**config.mk**
```make
export PLATFORM = sky130hd
export DESIGN_NAME = preemptive_priority_scheduler
export DESIGN_NICKNAME = d
export VERILOG_FILES = /design/src/pps_pkg.sv /design/src/pps_ram.sv /design/src/preemptive_priority_scheduler.sv
export SDC_FILE = /design/constraint.sdc
export NUM_CORES = 1
export LEC_CHECK = 0
export ABC_AREA = 0
export BUFFER_PORTS_ARGS = -buffer_cell sky130_fd_sc_hd__buf_2
export CAP_MARGIN = 20
export CELL_PAD_IN_SITES_DETAIL_PLACEMENT = 0
export CELL_PAD_IN_SITES_GLOBAL_PLACEMENT = 2
export CORE_MARGIN = 3
export CORE_UTILIZATION = 30
export DETAILED_ROUTE_END_ITERATION = 8
export PLACE_DENSITY = 0.5
export SLEW_MARGIN = 40
export SYNTH_ARGS = -nofsm -noshare
export SYNTH_HDL_FRONTEND = slang
export SYNTH_SLANG_ARGS = --single-unit
```
**constraint.sdc**
```tcl
create_clock -name i_clk -period 17.02 [get_ports i_clk]
set_input_delay 2.553 -clock i_clk [delete_from_list [all_inputs] [get_ports i_clk]]
set_output_delay 2.553 -clock i_clk [all_outputs]
set_load 0.02 [all_outputs]
```
**src/pps_pkg.sv**
```systemverilog
// ----------------------------------------------------------------------------
// Preemptive priority scheduler package
// Operation and status codes shared by the scheduler sources.
// ----------------------------------------------------------------------------
`timescale 1ns / 1ps
`default_nettype none

package pps_pkg;

    typedef logic [1:0] t_status;

    localparam logic    OP_ARRIVE = 1'b0;
    localparam logic    OP_TICK   = 1'b1;

    localparam t_status ST_OK     = 2'd0;
    localparam t_status ST_FULL   = 2'd1;
    localparam t_status ST_ZERO   = 2'd2;

endpackage

`default_nettype wire

```
**src/pps_ram.sv**
```systemverilog
// ----------------------------------------------------------------------------
// Generic RAM
// One write port, one read port with registered read data.
// ----------------------------------------------------------------------------
`timescale 1ns / 1ps
`default_nettype none

module pps_ram #(
    parameter int WIDTH = 32,
    parameter int DEPTH = 16
) (
    input  wire logic                     i_clk,
    input  wire logic                     i_we,
    input  wire logic [$clog2(DEPTH)-1:0] i_waddr,
    input  wire logic [WIDTH-1:0]         i_wdata,
    input  wire logic [$clog2(DEPTH)-1:0] i_raddr,
    output      logic [WIDTH-1:0]         o_rdata
);

    logic [WIDTH-1:0] r_mem [DEPTH];
    logic [WIDTH-1:0] r_rdata;

    always_ff @(posedge i_clk) begin
        if (i_we) begin
            r_mem[i_waddr] <= i_wdata;
        end
        r_rdata <= r_mem[i_raddr];
    end

    assign o_rdata = r_rdata;

endmodule

`default_nettype wire

```
**src/preemptive_priority_scheduler.sv**
```systemverilog
// ----------------------------------------------------------------------------
// Preemptive priority scheduler
// Ready table of waiting tasks plus one running task, scheduled per tick.
// ----------------------------------------------------------------------------
// Input channel (i_valid / o_ready): an arrive item adds a task to the tail
// of the ready table; a tick item selects the highest-priority ready task
// (oldest wins ties), starts or preempts, and runs the current task one unit.
// Output channel (o_valid / i_ready): exactly one result item per input item.
// The ready table lives in a RAM kept in age order; one read port scans it
// and closes the gap when an entry is removed.
// Steps: an arrive goes straight to its result. A tick with waiting tasks
// reads every entry of the table to scan it, then decides; when the selected
// task leaves the table, the newer entries are moved down to close its gap.
// A tick with an empty table goes straight to its result. The RAM read port
// paces the scan and the compaction.
// o_ready is high only while the block is idle. A finished result waits in
// the output register while the receiver stalls; the next item is accepted,
// but its result waits until the register is free.
// Reset empties the table and clears the running task; no clearing pass.
// ----------------------------------------------------------------------------
`timescale 1ns / 1ps
`default_nettype none

module preemptive_priority_scheduler #(
    parameter int READY_DEPTH   = 16,
    parameter int ID_BITS       = 8,
    parameter int PRIORITY_BITS = 8,
    parameter int DURATION_BITS = 16
) (
    input  wire logic                               i_clk,
    input  wire logic                               i_rst_n,
    input  wire logic                               i_valid,
    output      logic                               o_ready,
    input  wire logic                               i_operation,
    input  wire logic [ID_BITS-1:0]                 i_task_id,
    input  wire logic [PRIORITY_BITS-1:0]           i_task_priority,
    input  wire logic [DURATION_BITS-1:0]           i_task_duration,
    output      logic                               o_valid,
    input  wire logic                               i_ready,
    output      logic [1:0]                         o_status,
    output      logic                               o_ran,
    output      logic [ID_BITS-1:0]                 o_running_id,
    output      logic                               o_preempted,
    output      logic                               o_finished,
    output      logic [DURATION_BITS-1:0]           o_time_left,
    output      logic [$clog2(READY_DEPTH+1)-1:0]   o_ready_count
);

    localparam int AW = $clog2(READY_DEPTH);
    localparam int CW = $clog2(READY_DEPTH + 1);
    localparam int DW = ID_BITS + PRIORITY_BITS + DURATION_BITS;

    localparam logic [2:0] S_IDLE   = 3'd0;
    localparam logic [2:0] S_SCAN   = 3'd1;
    localparam logic [2:0] S_DECIDE = 3'd2;
    localparam logic [2:0] S_SHIFT  = 3'd3;
    localparam logic [2:0] S_OUT    = 3'd4;

    logic [2:0]               r_state;
    logic [CW-1:0]            r_count;
    logic [CW-1:0]            r_ptr;
    logic                     r_cmp_en;
    logic [CW-1:0]            r_cmp_pos;
    logic                     r_is_tick;
    logic                     r_pre;
    pps_pkg::t_status         r_status;

    logic [ID_BITS-1:0]       r_best_id;
    logic [PRIORITY_BITS-1:0] r_best_pri;
    logic [DURATION_BITS-1:0] r_best_rem;
    logic [CW-1:0]            r_best_pos;

    logic                     r_cur_valid;
    logic [ID_BITS-1:0]       r_cur_id;
    logic [PRIORITY_BITS-1:0] r_cur_pri;
    logic [DURATION_BITS-1:0] r_cur_rem;

    logic [ID_BITS-1:0]       r_old_id;
    logic [PRIORITY_BITS-1:0] r_old_pri;
    logic [DURATION_BITS-1:0] r_old_rem;

    logic                     r_o_valid;
    pps_pkg::t_status         r_o_status;
    logic                     r_o_ran;
    logic [ID_BITS-1:0]       r_o_id;
    logic                     r_o_pre;
    logic                     r_o_fin;
    logic [DURATION_BITS-1:0] r_o_left;
    logic [CW-1:0]            r_o_count;

    logic                     w_accept;
    logic                     w_issue;
    logic                     w_out_free;
    logic                     w_ran;
    pps_pkg::t_status         n_status;
    logic [DURATION_BITS-1:0] n_rem;
    logic [CW-1:0]            w_prev_pos;
    logic [CW-1:0]            w_last_pos;

    logic                     ram_we;
    logic [AW-1:0]            ram_waddr;
    logic [DW-1:0]            ram_wdata;
    logic [DW-1:0]            ram_rdata;
    logic [ID_BITS-1:0]       rd_id;
    logic [PRIORITY_BITS-1:0] rd_pri;
    logic [DURATION_BITS-1:0] rd_rem;

    pps_ram #(
        .WIDTH (DW),
        .DEPTH (READY_DEPTH)
    ) u_table (
        .i_clk   (i_clk),
        .i_we    (ram_we),
        .i_waddr (ram_waddr),
        .i_wdata (ram_wdata),
        .i_raddr (r_ptr[AW-1:0]),
        .o_rdata (ram_rdata)
    );

    assign {rd_id, rd_pri, rd_rem} = ram_rdata;

    assign o_ready    = (r_state == S_IDLE);
    assign w_accept   = i_valid && o_ready;
    assign w_issue    = (r_state inside {S_SCAN, S_SHIFT}) && (r_ptr != r_count);
    assign w_out_free = !r_o_valid || i_ready;
    assign w_prev_pos = r_cmp_pos - CW'(1);
    assign w_last_pos = r_count - CW'(1);
    assign w_ran      = r_is_tick && r_cur_valid;
    assign n_rem      = (r_cur_rem == '0) ? '0 : r_cur_rem - DURATION_BITS'(1);

    always_comb begin
        if (i_task_duration == '0) begin
            n_status = pps_pkg::ST_ZERO;
        end else if (r_count >= CW'(READY_DEPTH)) begin
            n_status = pps_pkg::ST_FULL;
        end else begin
            n_status = pps_pkg::ST_OK;
        end
    end

    always_comb begin
        ram_we    = 1'b0;
        ram_waddr = r_count[AW-1:0];
        ram_wdata = {i_task_id, i_task_priority, i_task_duration};
        case (r_state)
            S_IDLE: begin
                ram_we = w_accept && (i_operation == pps_pkg::OP_ARRIVE)
                         && (n_status == pps_pkg::ST_OK);
            end
            S_SHIFT: begin
                if (r_cmp_en) begin
                    ram_we    = 1'b1;
                    ram_waddr = w_prev_pos[AW-1:0];
                    ram_wdata = ram_rdata;
                end else if ((r_ptr == r_count) && r_pre) begin
                    ram_we    = 1'b1;
                    ram_waddr = w_last_pos[AW-1:0];
                    ram_wdata = {r_old_id, r_old_pri, r_old_rem};
                end
            end
            default: begin
                ram_we = 1'b0;
            end
        endcase
    end

    always_ff @(posedge i_clk) begin
        if (!i_rst_n) begin
            r_state     <= S_IDLE;
            r_count     <= '0;
            r_cmp_en    <= 1'b0;
            r_cur_valid <= 1'b0;
            r_o_valid   <= 1'b0;
        end else begin
            r_cmp_en  <= w_issue;
            r_cmp_pos <= r_ptr;
            if (w_issue) begin
                r_ptr <= r_ptr + CW'(1);
            end
            if (i_ready && (r_state != S_OUT)) begin
                r_o_valid <= 1'b0;
            end

            case (r_state)
                S_IDLE: begin
                    if (w_accept) begin
                        r_pre     <= 1'b0;
                        r_ptr     <= '0;
                        r_is_tick <= (i_operation == pps_pkg::OP_TICK);
                        if (i_operation == pps_pkg::OP_ARRIVE) begin
                            r_status <= n_status;
                            if (n_status == pps_pkg::ST_OK) begin
                                r_count <= r_count + CW'(1);
                            end
                            r_state <= S_OUT;
                        end else begin
                            r_status <= pps_pkg::ST_OK;
                            r_state  <= (r_count != '0) ? S_SCAN : S_OUT;
                        end
                    end
                end
                S_SCAN: begin
                    if (r_cmp_en) begin
                        if ((r_cmp_pos == '0) || (rd_pri > r_best_pri)) begin
                            r_best_id  <= rd_id;
                            r_best_pri <= rd_pri;
                            r_best_rem <= rd_rem;
                            r_best_pos <= r_cmp_pos;
                        end
                        if (r_cmp_pos == w_last_pos) begin
                            r_state <= S_DECIDE;
                        end
                    end
                end
                S_DECIDE: begin
                    r_ptr <= r_best_pos + CW'(1);
                    if (!r_cur_valid) begin
                        r_cur_valid <= 1'b1;
                        r_cur_id    <= r_best_id;
                        r_cur_pri   <= r_best_pri;
                        r_cur_rem   <= r_best_rem;
                        r_state     <= S_SHIFT;
                    end else if (r_best_pri > r_cur_pri) begin
                        r_old_id  <= r_cur_id;
                        r_old_pri <= r_cur_pri;
                        r_old_rem <= r_cur_rem;
                        r_cur_id  <= r_best_id;
                        r_cur_pri <= r_best_pri;
                        r_cur_rem <= r_best_rem;
                        r_pre     <= 1'b1;
                        r_state   <= S_SHIFT;
                    end else begin
                        r_state <= S_OUT;
                    end
                end
                S_SHIFT: begin
                    if ((r_ptr == r_count) && !r_cmp_en) begin
                        if (!r_pre) begin
                            r_count <= w_last_pos;
                        end
                        r_state <= S_OUT;
                    end
                end
                S_OUT: begin
                    if (w_out_free) begin
                        r_o_valid  <= 1'b1;
                        r_o_status <= r_status;
                        r_o_ran    <= w_ran;
                        r_o_id     <= w_ran ? r_cur_id : '0;
                        r_o_pre    <= r_pre;
                        r_o_fin    <= w_ran && (n_rem == '0);
                        r_o_left   <= w_ran ? n_rem : '0;
                        r_o_count  <= r_count;
                        if (w_ran) begin
                            r_cur_rem <= n_rem;
                            if (n_rem == '0) begin
                                r_cur_valid <= 1'b0;
                            end
                        end
                        r_state <= S_IDLE;
                    end
                end
                default: begin
                    r_state <= S_IDLE;
                end
            endcase
        end
    end

    assign o_valid       = r_o_valid;
    assign o_status      = r_o_status;
    assign o_ran         = r_o_ran;
    assign o_running_id  = r_o_id;
    assign o_preempted   = r_o_pre;
    assign o_finished    = r_o_fin;
    assign o_time_left   = r_o_left;
    assign o_ready_count = r_o_count;

`ifndef SYNTHESIS
    a_count_bound: assert property (@(posedge i_clk) disable iff (!i_rst_n)
        r_count <= CW'(READY_DEPTH))
        else $error("ready table count exceeds depth");

    a_zero_dur_no_store: assert property (@(posedge i_clk) disable iff (!i_rst_n)
        (w_accept && (i_operation == pps_pkg::OP_ARRIVE) && (i_task_duration == '0))
        |=> $stable(r_count))
        else $error("zero-duration task was stored");

    a_idle_result_clean: assert property (@(posedge i_clk) disable iff (!i_rst_n)
        (o_valid && !o_ran) |-> (!o_finished && !o_preempted && (o_time_left == '0)))
        else $error("result without a run carries run fields");

    a_reject_no_run: assert property (@(posedge i_clk) disable iff (!i_rst_n)
        (o_valid && (o_status != pps_pkg::ST_OK)) |-> !o_ran)
        else $error("rejected arrive reports a run");

    a_preempt_keeps_running: assert property (@(posedge i_clk) disable iff (!i_rst_n)
        (r_state == S_SHIFT && r_pre) |-> r_cur_valid)
        else $error("preemption without a running task");
`endif

endmodule

`default_nettype wire

```
Word-level counts from Yosys, hierarchy flattened

Memory sizes are Yosys's and may differ from the RTL's. A register that Yosys moved wholly into a read port is not among the register bits.
Cells that the tools add are included.

Bits in registers: 160
Bits in writable memories: 512
Input port bits: 37
Memories: 1

Memory list:

| memory        | words | bits a word | read ports | clocked after memory_dff | write ports | RTL line      | RTL |
|---|---|---|---|---|---|---|---|
| u_table.r_mem | 16    | 32          | 1          | 1                        | 1           | pps_ram.sv:20 | `logic [WIDTH-1:0] r_mem [DEPTH];` |

Add/sub/neg operators: 6
Magnitude comparators: 3
Equal/unequal tests: 22
Mux-type cells: 53
Bitwise operators: 1
Reduce and logical (&&, ||, !) cells: 34

Operators with widths:

| kind                  | count |
|---|---|
| $mux 32               | 3 |
| $mux 16               | 5 |
| $logic_not 16->1      | 3 |
| $mux 5                | 7 |
| $mux 8                | 4 |
| $pmux 16 s2           | 1 |
| $mux 3                | 9 |
| $pmux 5 s2            | 2 |
| $gt 8x8->1            | 2 |
| $ne 2x2->1 const B    | 8 |
| $sub 16x1->16 const B | 1 |
| $add 5x1->5 const B   | 3 |
| $pmux 3 s5            | 1 |
| $reduce_and 5->1      | 3 |
| $mux 1                | 14 |
| $mux 4                | 3 |
| $reduce_and 4->1      | 3 |
| $eq 5x5->1            | 2 |
| $ne 2x1->1 const B    | 5 |
| $logic_and 1x1->1     | 9 |
| $reduce_and 3->1      | 3 |
| $reduce_bool 2->1     | 4 |
| $eq 3x2->1 const B    | 2 |
| $ne 3x3->1 const B    | 2 |
| other kinds (16)      | 20 |

Longest topological paths before layout

Depth after elaboration: 8
Gate-level depth with buffers: 9
Depth with buffers taken out: 8

Hierarchy

Synthesis repeated with hierarchy kept, for this count alone.

Cell total of the unflattened synthesis: 1450
Area, all modules: 27286.2 um^2

By module, submodules not included:

| module                        | times used | cells an instance | area each (um^2) | seq. area each (um^2) |
|---|---|---|---|---|
| pps_ram                       | 1          | 838               | 19835.3          | 16015.4 |
| preemptive_priority_scheduler | 1          | 612               | 7450.9           | 4694.5 |

Least setup slack after synthesis

No wires, ideal clock.

Kind: input to register
From: in i_rst_n
To: reg r_best_id[0], enable pin
Arrival: 8.770 ns
Data required time: 16.390 ns
Slack: 7.620 ns
Cell stages on the path: 3
Path through: inv_1 or2_2 a2111oi_0

Longest elaborated chain between the ends: 1

Ends and longest elaborated chain:

| item                       | RTL line                             | RTL |
|---|---|---|
| from (decl)                | preemptive_priority_scheduler.sv:31  | `input wire logic i_rst_n,` |
| $reduce_and 4->1 (no line) | -                                    |  |
| to (signal assigned)       | preemptive_priority_scheduler.sv:205 | `r_best_id <= rd_id;` |
| to (decl)                  | preemptive_priority_scheduler.sv:68  | `logic [ID_BITS-1:0] r_best_id;` |

Every way passes these cells.
A chain may end at the register's enable or synchronous reset.

Worst setup path in the final report

From: in i_task_duration[14]
To: mem u_table.r_mem[15][12], enable pin

Longest elaborated chain between the ends: 7

Ends and longest elaborated chain:

| item                         | RTL line                             | RTL |
|---|---|---|
| from (decl)                  | preemptive_priority_scheduler.sv:37  | `input wire logic [DURATION_BITS-1:0] i_task_duration,` |
| $logic_not 16->1             | preemptive_priority_scheduler.sv:132 | `if (i_task_duration == '0) begin` |
| $mux 2                       | preemptive_priority_scheduler.sv:132 |  |
| $logic_not 2->1              | preemptive_priority_scheduler.sv:148 | `&& (n_status == pps_pkg::ST_OK);` |
| $logic_and 1x1->1            | preemptive_priority_scheduler.sv:148 |  |
| $pmux 1 s2                   | preemptive_priority_scheduler.sv:145 | `case (r_state)` |
| $mux 1                       | pps_ram.sv:24                        | `if (i_we) begin` |
| $mux 1 (not written as such) | pps_ram.sv:25                        | `r_mem[i_waddr] <= i_wdata;` |
| to (decl)                    | pps_ram.sv:20                        |  |

Every way passes these cells.

==> out/results.tsv <==
stage	metric	value	unit
yosys	ys_top_cells_by_area	edfxtp_1, mux4_2, dfxtp_1	
timing	tightest_slew	804	ps
global_route	grt_pass1_vias	14100	
global_route	grt.overflow.total	0	
route	viasPerCell	4.87	
route	num_vias	13500	
route	drc_errors	0	
global_route	gr-max-usage-layer	met1	
setup_path	reg2reg_depth	8	
yosys	synth_most_common_cell	edfxtp_1	
hold_path	min_to	r_cur_id[5]$_DFFE_PP_	
setup_path	cp.required	17330	ps
yosys	synth_area_per_cell	19.7	um^2
floorplanning	die-width	309	um
place	gp_congestion	0.768	
setup_path	reg2reg_slack	13200	ps
job	cap_violations	0	
layout	area_growth	18.0	%
setup_path	crit_arrival	5170	ps
setup_path	cpPeakStageDelay	550	ps
place	hpwl	46.5	mm
yosys	ys_async_sr_fraction	0	%
setup_path	crit_type	in -> reg	
setup_path	critPathMaxFanout	14	
pwr	ir_drop	0.0000685	V
hold_path	worst_hold_path.num_cells	0	
global_route	grt_use_met1	22.8	%
timing	setup_viol	0	
clock_tree	cts_hold_buf	0	
yosys	ys_seq_area_share	75.0	%
status	outcome	finished, final reports clean	
yosys	postSynthNetCount	1461	
timing	post-route-period-util	28.5	%
yosys	synthTopCellsByCount	edfxtp_1, mux4_2, nand2_1	
layout	final.fill_count	8322	
pwr	p_leak	10.5	nW
yosys	synth_top_area_share	71.9	%
route	wl_per_cell	25.3	um
clock_tree	cts_root_buf	clkbuf_16	
yosys	syn_inst	1401	
yosys	synth-warning-count	0	
setup_path	start_kind	input port	
floorplanning	die_area	95700	um^2
yosys	yosys_most_used_dff	edfxtp_1	
yosys	synth-seq-cells	704	
route	drtIter0Drc	1027	
place	numPortBuffers	72	
clock_tree	cts_htree_levels	3	
timing	hold_slack	421	ps
global_route	grt_start_max_net_pins	72	
clock_tree	cts_tree	built	
setup_path	crit_chain	buf_2, nor4_1, a41oi_1, or3b_2, a32oi_2, o21ai_2, nor2_4, buf_16, buf_16	
clock_tree	ctsResizeCount	0	
clock_tree	cts_sinks	704	
setup_path	rr_endpoint	u_table.r_mem[15][12]$_DFFE_PP_	
route	routed_wl	69.9	mm
pwr	power.density	121	nW/um^2
layout	drive_gt1_share	27.5	%
timing	max_freq	206	MHz
floorplanning	start_util	30.4	%
setup_path	crit_path_end_kind	flip-flop	
global_route	antenna_found_initial	6	
hold_path	hp-start	r_best_id[5]$_DFFE_PP_	
timing	fin_skew	17.3	ps
yosys	syn_area	27600	um^2
floorplanning	ios	73	
clock_tree	cts_setup_buffers	0	
clock_tree	path_clk_slew	60	ps
clock_tree	worstSkewPairLatency	610	ps
hold_path	hold_path_class	reg -> reg	
layout	nNetsFinal	1587	
setup_path	crit_top_cell	buf_16	
setup_path	r2r-start	r_count[0]$_SDFFE_PN0P_	
floorplanning	die_h	309	um
clock_tree	cts_made_buffers	78	
timing	slew_headroom	46.3	%
global_route	use_met2	21.7	%
timing	setup_tns	0	ps
global_route	met3_usage	2.56	%
route	drtPass1Iterations	5	
yosys	synth_edf_count	661	
timing	rsz0062_at_grt	false	
timing	period_minus_slack	4860	ps
floorplanning	rows	110	
timing	slew_viol_final	0	
setup_path	slowest_stage	a41oi_1	
timing	hold_viol	0	
clock_tree	clockBufferDepth	3	
yosys	yosys.area.top_type	edfxtp_1	
yosys	ys_types	76	
global_route	grt_use_total	14.8	%
layout	n_antenna_cell	0	
global_route	grt_pass1_wl	102	mm
floorplanning	core-area	90700	um^2
route	ant_nets	0	
-- final cells by class --
cell class,instances,area (um^2),area share (%)
inverter,29,109,0.334
sequential,704,20700,63.6
clock inverter,44,507,1.56
tap,1176,1470,4.52
multi-input combinational,602,6640,20.4
clock buffer,96,2090,6.43
timing repair buffer,112,1050,3.22
-- cells by family after synthesis --
group	synth area share [%]
flip-flops	75.0
AND/OR/NAND/NOR	4.78
multiplexers	13.3
AO/OA/AOI/OAI	3.31
buffers and inverters	1.49
XOR/XNOR	1.08
adder cells (fa/ha/maj)	1.04
-- registers in the layout, summed over array words and instances (netlist names), 2 cells and up --
register,flops
r_state,3
o_time_left,16
u_table.o_rdata,32
r_cmp_pos,5
r_best_pri,8
r_best_pos,5
r_old_id,8
r_ptr,5
r_best_id,8
o_status,2
r_old_rem,16
u_table.r_mem,512
o_ready_count,5
r_count,5
r_cur_id,8
r_cur_rem,16
r_cur_pri,8
r_best_rem,16
r_status,2
o_running_id,8
r_old_pri,8
-- power breakdown --
part           internal [mW]  leakage [nW]  switching [mW]
clock network           1.04          1.28           0.675
registers               1.93          6.35          0.0260
logic                  0.117          2.87           0.164
-- stage by stage --
step | utilization (%) | worst slack, ps | area, um^2 | total power, mW | cells
after floorplan | - | 7620 | 27600 | 2.16 | 1401
after global placement | 32.4 | 11100 | 29400 | 2.27 | 2600
after detailed placement | 33.0 | 11390 | 30000 | 2.28 | 2623
after CTS | 35.9 | 12060 | 32600 | 4.02 | 2763
after global routing | 35.9 | 11970 | 32600 | 4.10 | 2763
final | 35.9 | 12160 | 32600 | 3.95 | 2763
-- per-layer routing --
| metal | share of wire (%) | vias to the layer above | routed length [um] |
|---|---|---|---|
| met5 | 0 | - | 0 |
| met4 | 1.6 | 0 | 1120 |
| met3 | 4.1 | 75 | 2890 |
| met2 | 44 | 266 | 30600 |
| met1 | 51 | 7136 | 35300 |
| li1 | - | 5979 | - |
-- how the worst max path moves through the flow --
stage	slack, ps	from	cells past startpoint	end
finish	12160	i_task_duration[14]	9	u_table.r_mem[15][12]$_DFFE_PP_
global route	11970	i_task_duration[14]	9	u_table.r_mem[15][12]$_DFFE_PP_
CTS	12060	i_task_duration[13]	9	u_table.r_mem[15][12]$_DFFE_PP_
detailed placement	11390	i_task_duration[13]	9	u_table.r_mem[15][5]$_DFFE_PP_
global placement	11100	i_task_duration[15]	7	u_table.r_mem[7][28]$_DFFE_PP_
floorplan	7620	i_rst_n	3	r_best_id[0]$_DFFE_PP_
-- critical path: cells and delay by family --
family                 cells  cell delay (ps)
AOI/OAI and AO/OA          3             1130
buffers and inverters      3              470
and+or+nand+nor            3             1000
-- cells in the final DEF (no fill, tap or decap), drive strengths merged, types with 26 or more instances in the layout --
cell      n
mux4    160
a22oi    33
nor2     56
inv      34
clkbuf   96
buf     112
edfxtp  661
nand2    96
clkinv   26
dfxtp    43
(Power assumes the default switching activity.)
